`src/hw/rtl/saq_pkg.sv`:
```
// ----------------------------------------------------------------------------
// saq_pkg
// Shared sizes, status codes, control states and types for the sorted
// alarm queue.
// ----------------------------------------------------------------------------
package saq_pkg;

    localparam int DEPTH     = 16;
    localparam int TIME_BITS = 48;
    localparam int TAG_BITS  = 16;
    localparam int CNT_BITS  = $clog2(DEPTH + 1);

    localparam logic [1:0] ST_FIRED    = 2'd0;
    localparam logic [1:0] ST_ACCEPTED = 2'd1;
    localparam logic [1:0] ST_FULL     = 2'd2;
    localparam logic [1:0] ST_IDLE     = 2'd3;

    typedef enum logic [1:0] {
        S_IDLE,
        S_SCHED,
        S_FIRE
    } state_t;

    typedef struct packed {
        logic [TIME_BITS-1:0] deadline;
        logic [TAG_BITS-1:0]  tag;
    } entry_t;

    typedef struct packed {
        logic ins;
        logic pop;
    } cell_ctrl_t;

endpackage

```
`src/hw/rtl/sorted_alarm_queue.sv`:
```
// ----------------------------------------------------------------------------
// sorted_alarm_queue
// Up to DEPTH one-shot alarms kept earliest first in a chain of cells.
//
// A request on the s_ channel either schedules an alarm (s_req_type = 0,
// absolute deadline or delay from the last known time) or is a tick
// (s_req_type = 1) carrying the current time. Results leave on the m_
// channel from one output register; m_last marks the final result of
// a request.
// A schedule request forms the deadline in the accept cycle; then, once
// the output register is free, every cell compares against it and the
// chain shifts in one step. A tick is accepted and then takes 1 cycle per
// fired alarm while the receiver does not stall, set by the single pop of
// the chain head; a tick with nothing due gives one result. One request is
// worked on at a time; the next is accepted as soon as the last result of
// the previous one is in the output register.
// Reset empties the queue and sets the known time to 0; no clearing pass.
// When the receiver stalls, the held result blocks further work, and the
// payload stays unchanged until m_ready.
// ----------------------------------------------------------------------------
module sorted_alarm_queue (
    input  logic                           aclk,
    input  logic                           aresetn,
    input  logic                           s_valid,
    output logic                           s_ready,
    input  logic                           s_req_type,
    input  logic [saq_pkg::TIME_BITS-1:0]  s_time_value,
    input  logic                           s_relative,
    input  logic [saq_pkg::TAG_BITS-1:0]   s_alarm_tag,
    output logic                           m_valid,
    input  logic                           m_ready,
    output logic [1:0]                     m_status,
    output logic [saq_pkg::TAG_BITS-1:0]   m_fired_tag,
    output logic                           m_last,
    output logic [saq_pkg::CNT_BITS-1:0]   m_queue_count,
    output logic                           m_armed,
    output logic [saq_pkg::TIME_BITS-1:0]  m_next_deadline
);

    localparam int DEPTH = saq_pkg::DEPTH;
    localparam int TB    = saq_pkg::TIME_BITS;
    localparam int GB    = saq_pkg::TAG_BITS;
    localparam int CB    = saq_pkg::CNT_BITS;

    saq_pkg::state_t state_reg, state_next;
    logic [CB-1:0]   count_reg, count_next;
    logic [TB-1:0]   known_reg, known_next;
    logic [TB-1:0]   when_reg, when_next;
    logic [GB-1:0]   tag_reg, tag_next;

    logic            out_valid_reg, out_valid_next;
    logic [1:0]      out_status_reg, out_status_next;
    logic [GB-1:0]   out_tag_reg, out_tag_next;
    logic            out_last_reg, out_last_next;
    logic [CB-1:0]   out_count_reg;
    logic            out_armed_reg;
    logic [TB-1:0]   out_dl_reg, out_dl_next;

    saq_pkg::cell_ctrl_t ctrl;
    saq_pkg::entry_t     new_entry;
    saq_pkg::entry_t     cell_entry [DEPTH];
    saq_pkg::entry_t     cell_next  [DEPTH];
    logic                cell_keep  [DEPTH];

    logic          accept;
    logic          slot_free;
    logic          load_out;
    logic [TB:0]   delay_sum;
    logic          head_due;
    logic          second_due;

    assign s_ready   = (state_reg == saq_pkg::S_IDLE);
    assign accept    = s_valid && s_ready;
    assign slot_free = !out_valid_reg || m_ready;

    assign new_entry.deadline = when_reg;
    assign new_entry.tag      = tag_reg;

    // saturating delay add
    assign delay_sum = {1'b0, known_reg} + {1'b0, s_time_value};

    always_comb begin
        known_next = known_reg;
        when_next  = when_reg;
        tag_next   = tag_reg;
        if (accept) begin
            if (s_req_type) begin
                known_next = s_time_value;
            end else begin
                tag_next = s_alarm_tag;
                if (s_relative) begin
                    when_next = delay_sum[TB] ? {TB{1'b1}} : delay_sum[TB-1:0];
                end else begin
                    when_next = s_time_value;
                end
            end
        end
    end

    // cell chain
    genvar gi;
    generate
        for (gi = 0; gi < DEPTH; gi++) begin : g_cell
            saq_pkg::entry_t prev_e;
            saq_pkg::entry_t next_e;
            logic            prev_k;
            if (gi == 0) begin : g_head
                assign prev_e = new_entry;
                assign prev_k = 1'b0;
            end else begin : g_body
                assign prev_e = cell_entry[gi-1];
                assign prev_k = cell_keep[gi-1];
            end
            if (gi == DEPTH - 1) begin : g_tail
                assign next_e = cell_entry[gi];
            end else begin : g_mid
                assign next_e = cell_entry[gi+1];
            end
            saq_cell u_cell (
                .aclk       (aclk),
                .ctrl       (ctrl),
                .occupied   (count_reg > CB'(gi)),
                .new_entry  (new_entry),
                .prev_entry (prev_e),
                .prev_keep  (prev_k),
                .next_entry (next_e),
                .keep       (cell_keep[gi]),
                .entry      (cell_entry[gi]),
                .entry_next (cell_next[gi])
            );
        end
    endgenerate

    assign head_due   = (count_reg != '0) && (cell_entry[0].deadline <= known_reg);
    assign second_due = (count_reg > CB'(1)) && (cell_entry[1].deadline <= known_reg);

    // next state
    always_comb begin
        state_next = state_reg;
        case (state_reg)
            saq_pkg::S_IDLE: begin
                if (accept) begin
                    state_next = s_req_type ? saq_pkg::S_FIRE : saq_pkg::S_SCHED;
                end
            end
            saq_pkg::S_SCHED: begin
                if (slot_free) begin
                    state_next = saq_pkg::S_IDLE;
                end
            end
            saq_pkg::S_FIRE: begin
                if (slot_free && (!head_due || !second_due)) begin
                    state_next = saq_pkg::S_IDLE;
                end
            end
            default: state_next = saq_pkg::S_IDLE;
        endcase
    end

    // outputs
    always_comb begin
        ctrl            = '0;
        load_out        = 1'b0;
        count_next      = count_reg;
        out_status_next = out_status_reg;
        out_tag_next    = out_tag_reg;
        out_last_next   = out_last_reg;
        case (state_reg)
            saq_pkg::S_SCHED: begin
                if (slot_free) begin
                    load_out      = 1'b1;
                    out_last_next = 1'b1;
                    out_tag_next  = '0;
                    if (when_reg <= known_reg) begin
                        out_status_next = saq_pkg::ST_FIRED;
                        out_tag_next    = tag_reg;
                    end else if (count_reg == CB'(DEPTH)) begin
                        out_status_next = saq_pkg::ST_FULL;
                    end else begin
                        ctrl.ins        = 1'b1;
                        count_next      = count_reg + CB'(1);
                        out_status_next = saq_pkg::ST_ACCEPTED;
                    end
                end
            end
            saq_pkg::S_FIRE: begin
                if (slot_free) begin
                    load_out = 1'b1;
                    if (head_due) begin
                        ctrl.pop        = 1'b1;
                        count_next      = count_reg - CB'(1);
                        out_status_next = saq_pkg::ST_FIRED;
                        out_tag_next    = cell_entry[0].tag;
                        out_last_next   = !second_due;
                    end else begin
                        out_status_next = saq_pkg::ST_IDLE;
                        out_tag_next    = '0;
                        out_last_next   = 1'b1;
                    end
                end
            end
            default: begin
            end
        endcase
    end

    assign out_dl_next = (count_next != '0) ? cell_next[0].deadline : '0;

    always_comb begin
        out_valid_next = out_valid_reg;
        if (load_out) begin
            out_valid_next = 1'b1;
        end else if (m_ready) begin
            out_valid_next = 1'b0;
        end
    end

    always_ff @(posedge aclk) begin
        if (!aresetn) begin
            state_reg     <= saq_pkg::S_IDLE;
            count_reg     <= '0;
            known_reg     <= '0;
            out_valid_reg <= 1'b0;
        end else begin
            state_reg     <= state_next;
            count_reg     <= count_next;
            known_reg     <= known_next;
            out_valid_reg <= out_valid_next;
        end
    end

    always_ff @(posedge aclk) begin
        when_reg <= when_next;
        tag_reg  <= tag_next;
        if (load_out) begin
            out_status_reg <= out_status_next;
            out_tag_reg    <= out_tag_next;
            out_last_reg   <= out_last_next;
            out_count_reg  <= count_next;
            out_armed_reg  <= (count_next != '0);
            out_dl_reg     <= out_dl_next;
        end
    end

    assign m_valid         = out_valid_reg;
    assign m_status        = out_status_reg;
    assign m_fired_tag     = out_tag_reg;
    assign m_last          = out_last_reg;
    assign m_queue_count   = out_count_reg;
    assign m_armed         = out_armed_reg;
    assign m_next_deadline = out_dl_reg;

endmodule

```
`src/hw/rtl/saq_cell.sv`:
```
// ----------------------------------------------------------------------------
// saq_cell
// One slot of the sorted chain: keeps its entry, shifts back to make room
// for a new alarm or forward when the head fires.
// ----------------------------------------------------------------------------
module saq_cell (
    input  logic                aclk,
    input  saq_pkg::cell_ctrl_t ctrl,
    input  logic                occupied,
    input  saq_pkg::entry_t     new_entry,
    input  saq_pkg::entry_t     prev_entry,
    input  logic                prev_keep,
    input  saq_pkg::entry_t     next_entry,
    output logic                keep,
    output saq_pkg::entry_t     entry,
    output saq_pkg::entry_t     entry_next
);

    saq_pkg::entry_t entry_reg;

    // earlier deadline stays in place, equal or later moves back
    assign keep = occupied && (entry_reg.deadline < new_entry.deadline);

    always_comb begin
        entry_next = entry_reg;
        if (ctrl.ins) begin
            if (!keep) begin
                entry_next = prev_keep ? new_entry : prev_entry;
            end
        end else if (ctrl.pop) begin
            entry_next = next_entry;
        end
    end

    always_ff @(posedge aclk) begin
        entry_reg <= entry_next;
    end

    assign entry = entry_reg;

endmodule

```
`config.mk`:
```
export PLATFORM = sky130hd
export DESIGN_NAME = sorted_alarm_queue
export DESIGN_NICKNAME = d
export VERILOG_FILES = /design/src/hw/rtl/saq_pkg.sv /design/src/hw/rtl/sorted_alarm_queue.sv /design/src/hw/rtl/saq_cell.sv
export SDC_FILE = /design/constraint.sdc
export NUM_CORES = 2
export LEC_CHECK = 0
export BUFFER_PORTS_ARGS = -buffer_cell sky130_fd_sc_hd__buf_2
export CAP_MARGIN = 40
export CORE_MARGIN = 4
export CORE_UTILIZATION = 45
export CTS_CLUSTER_DIAMETER = 50
export DETAILED_ROUTE_END_ITERATION = 7
export GPL_ROUTABILITY_DRIVEN = 1
export HOLD_SLACK_MARGIN = 0.12
export PLACE_DENSITY_LB_ADDON = 0.1
export SETUP_SLACK_MARGIN = 0.1
export SYNTH_ARGS = -nofsm -noshare
export SYNTH_HDL_FRONTEND = slang
export SYNTH_SLANG_ARGS = --single-unit
export TNS_END_PERCENT = 20
```
`constraint.sdc`:
```
create_clock -name aclk -period 7.6 [get_ports aclk]
set_input_delay 0.38 -clock aclk [delete_from_list [all_inputs] [get_ports aclk]]
set_output_delay 0.38 -clock aclk [all_outputs]
set_load 0.02 [all_outputs]
```
==> metrics.log <==
INFO  metric outcome = finished clean
INFO  metric fin_area = 0.08983 mm2
INFO  metric yosys.area_share.xor_xnor = 0.4956%
INFO  metric htree_num_levels = 4
INFO  metric path_delay_family = compound AO/OA/AOI/OAI gates
INFO  metric std_cell_rows = 154
INFO  metric cts-buffers-inserted = 175
INFO  metric path_buf_inv = 3
INFO  metric finalWeightedCongestion = 0.9502
INFO  metric synth_area_leaders = edfxtp_1, ha_1, mux2i_1
INFO  metric area_growth = 12.96%
INFO  metric synth_compound_area_share = 17.30%
INFO  metric design.die.area = 0.1835 mm2
INFO  metric number_of_vias_per_cell = 6.211
INFO  metric initial_core_util = 45.20%
INFO  metric nature_of_the_critical_path_endpoint = flop
INFO  metric fin_setup_tns = 0 ns
INFO  metric post-synth-top-area-fraction = 42.03%
INFO  metric crit_chain = buf_4 > inv_1 > ha_1 > a21o_1 > a21o_1 > a21oi_1 > o21ai_0 > a311oi_1 > nand2_1 > o31ai_4 > buf_12 > mux2i_1 > o21ai_0
INFO  metric post_synth_instance_area = 0.07953 mm2
INFO  metric max_freq = 189.7 MHz
INFO  metric antenna_found_initial = 4
INFO  metric drtAntennaViolNets = 0
INFO  metric number_of_global_route_vias_before_repair = 61.98k
INFO  metric synthesis.nets = 8,481
INFO  metric instances_no_fill = 10.09k
INFO  metric path_clk_slew = 0.06 ns
INFO  metric global_route.overflow_total = 0
INFO  metric critPathMaxStageDelay = 0.78 ns
INFO  metric drive_above_1_share = 10.15%
INFO  metric setup.worst_path.class = flop to flop
INFO  metric clk_root_buffer_cell = clkbuf_16
INFO  metric worst-path-max-fanout = 64
INFO  metric power.density_cell_area = 217.4 mW/mm2
INFO  metric synth_seq_area_share = 44.65%
INFO  metric grt_start_max_net_pins = 236
INFO  metric grt_pass1_wl = 403.7 mm
INFO  metric die_x = 428.4 um
INFO  metric avgSynthCellArea = 10.66 um2
INFO  metric vdd.ir_drop.worst = 0.0002032 V
INFO  metric yosys.cell_count.top_type = edfxtp_1
INFO  metric via_count = 62.64k
INFO  metric synth_top_family_by_area = compound AO/OA/AOI/OAI gates
INFO  metric count_of_buffers_inserted_at_the_top_level_ports = 144
INFO  metric finalHoldViolCount = 0
INFO  metric rsz0062_at_grt = false
INFO  metric worst_skew_pair.late_latency = 0.83 ns
INFO  metric critical_path.slowest_cell = a311oi_1
INFO  metric number_of_flops_mapped_to_enable_cells_by_yosys = 1,113
INFO  metric floorplan.die.height = 428.4 um
INFO  metric timing.final.crit_share = 69.35%
INFO  metric finalClockSkew = 0.03674 ns
INFO  metric io_pins = 145
INFO  metric crit_arrival = 5.80 ns
INFO  metric pre_cts_ws = 2.454 ns
INFO  metric postCtsResizedCells = 0
INFO  metric synth_ff_type = edfxtp_1
INFO  metric slew_headroom = 19.63%
INFO  metric clock_sinks = 1,217
INFO  metric drtIter0Drc = 5,638
INFO  metric largest_register_ffs = 1,024
INFO  metric route.detailed.drc = 0
INFO  metric commonest_cells_in_the_synthesized_netlist = edfxtp_1, ha_1, nand2_1
INFO  metric cts_tree = done
INFO  metric final_critical_delay_including_setup_and_external_delays = 5.270 ns
INFO  metric ys_warn_count = 0
INFO  metric synth-seq-cells = 1,217
INFO  metric hpwlAfterDp = 193.7 mm
INFO  metric type_of_the_worst_min_delay_path = input port to flop
INFO  metric final_net_count = 8,618
INFO  metric routed_wl = 270.5 mm
INFO  metric fillers = 15.99k
INFO  metric worstSetupStartpointType = flop
INFO  metric worst_slew_pin_tran = 1.205 ns
INFO  metric post_synth_fa_ha_maj_area_fraction = 15.00%
INFO  metric holdWs = 0.1947 ns
INFO  metric timing.final.max_slew_violations = 0
INFO  metric timing.final.setup_violations = 0
INFO  metric dr.pass1.iters = 6
INFO  metric drv_cap = 0
INFO  metric overall_global_routing_resource_usage = 28.53%
INFO  metric cts_buffer_depth = 3
INFO  metric yosys-mux-area-fraction = 8.397%
INFO  metric post-place-cells = 9,691
INFO  metric synth-async-reset-ratio = 0%
INFO  metric per_cell_routed_wire_length = 26.83 um
INFO  metric synth.distinct_cells = 97
INFO  metric core = 0.1759 mm2
INFO  metric setup_ws = 2.330 ns
INFO  metric cp_data_required_time = 8.13 ns
INFO  metric placement.cell_area = 0.08341 mm2
INFO  metric synth_simple_gate_area_share = 10.80%
INFO  metric power.static_leakage = 35.33 nW
INFO  metric syn_inst = 7,458
INFO  metric library_cell_occupying_the_most_area_in_the_post_synthesis_netlist = edfxtp_1
kinds of logic (layout without fill, tap and decap cells):
family | Yosys count | count (layout)
compound gates | 2057 | 2057
xor+xnor | 45 | 45
fa+ha+maj | 953 | 953
buf+inv | 608 | 894
flops | 1217 | 1217
mux | 659 | 659
other cells | 0 | 1
simple gates | 1919 | 1919
through the flow:
stage | util, % | total power [mW]
2_1_floorplan | - | 10.21
3_3_place_gp | 47.26 | 11.28
3_5_place_dp | 47.41 | 11.36
4_1_cts | 51.06 | 19.61
5_1_grt | 51.06 | 20.32
6_report | 51.07 | 19.53
per-layer routing:
metal | share of wire (%) | up-vias | global-route usage, %
li1 | - | 28891 | -
met1 | 44 | 31093 | 39.19
met2 | 46 | 2132 | 45.81
met3 | 5.8 | 514 | 4.058
met4 | 4.0 | 6 | 10.79
met5 | 0.017 | - | 0
tightest hold or removal path, stage by stage:
cell     delay [ns]
buf_2          0.09
buf_4          0.22
a31oi_1        0.17
cell type report:
class | count | area, um2 | area share, %
sequential | 1217 | 35500 | 39.52
tap | 2340 | 2928 | 3.259
clock inverter | 120 | 1177 | 1.311
multi-input combinational | 5633 | 41720 | 46.44
timing repair buffer | 427 | 3391 | 3.774
inverter | 141 | 529.3 | 0.5891
antenna | 1 | 2.502 | 0.002786
clock buffer | 206 | 4579 | 5.098
final timing paths:
path	startpoint	to	slack (ns)	cells past startpoint
setup / recovery	when_reg[41]$_DFFE_PP_	g_cell[10].u_cell.entry[18]$_DFFE_PP_	2.33	13
hold / removal	s_relative	when_reg[35]$_DFFE_PP_	0.19	3
setup reg to reg	when_reg[41]$_DFFE_PP_	g_cell[10].u_cell.entry[18]$_DFFE_PP_	2.33	13
hold reg to reg	known_reg[14]$_SDFFE_PN0P_	known_reg[14]$_SDFFE_PN0P_	0.49	2
placed cells by master, fill, tap and decap left out, drive strengths merged, types with 12 or more instances in the layout:
master / synthesis / routed
nand2: 918 / 918
o211ai: 42 / 42
buf: 201 / 360
edfxtp: 1113 / 1113
inv: 141 / 170
a22o: 32 / 32
and4: 16 / 16
nand3: 48 / 48
a21o: 249 / 249
xnor2: 24 / 24
o21a: 20 / 20
a221o: 337 / 337
a21oi: 333 / 333
a211oi: 29 / 29
nor4: 33 / 33
o21ai: 763 / 763
nor2b: 113 / 113
nor3: 99 / 99
clkinvlp: 0 / 22
a221oi: 15 / 15
ha: 952 / 952
clkinv: 0 / 57
mux2: 65 / 65
a2111oi: 26 / 26
nand2b: 35 / 35
nand4: 160 / 160
clkbuf: 266 / 206
bufinv: 0 / 12
mux2i: 594 / 594
and3: 12 / 12
nor2: 430 / 430
dfxtp: 104 / 104
a21boi: 104 / 104
and2: 15 / 15
xor2: 21 / 21
dlygate4sd3: 0 / 66
a31oi: 38 / 38
power by group:
part           internal (mW)  switching [mW]
combinational           1.23            1.93
clock                   4.79            3.41
sequential              7.77           0.396
total                   13.8            5.74
repair_timing:
item                      CTS  global route
buffers inserted            0             0
hold buffers               66             0
hold endpoints to repair  115             0
Power figures use the tool's default switching activity.
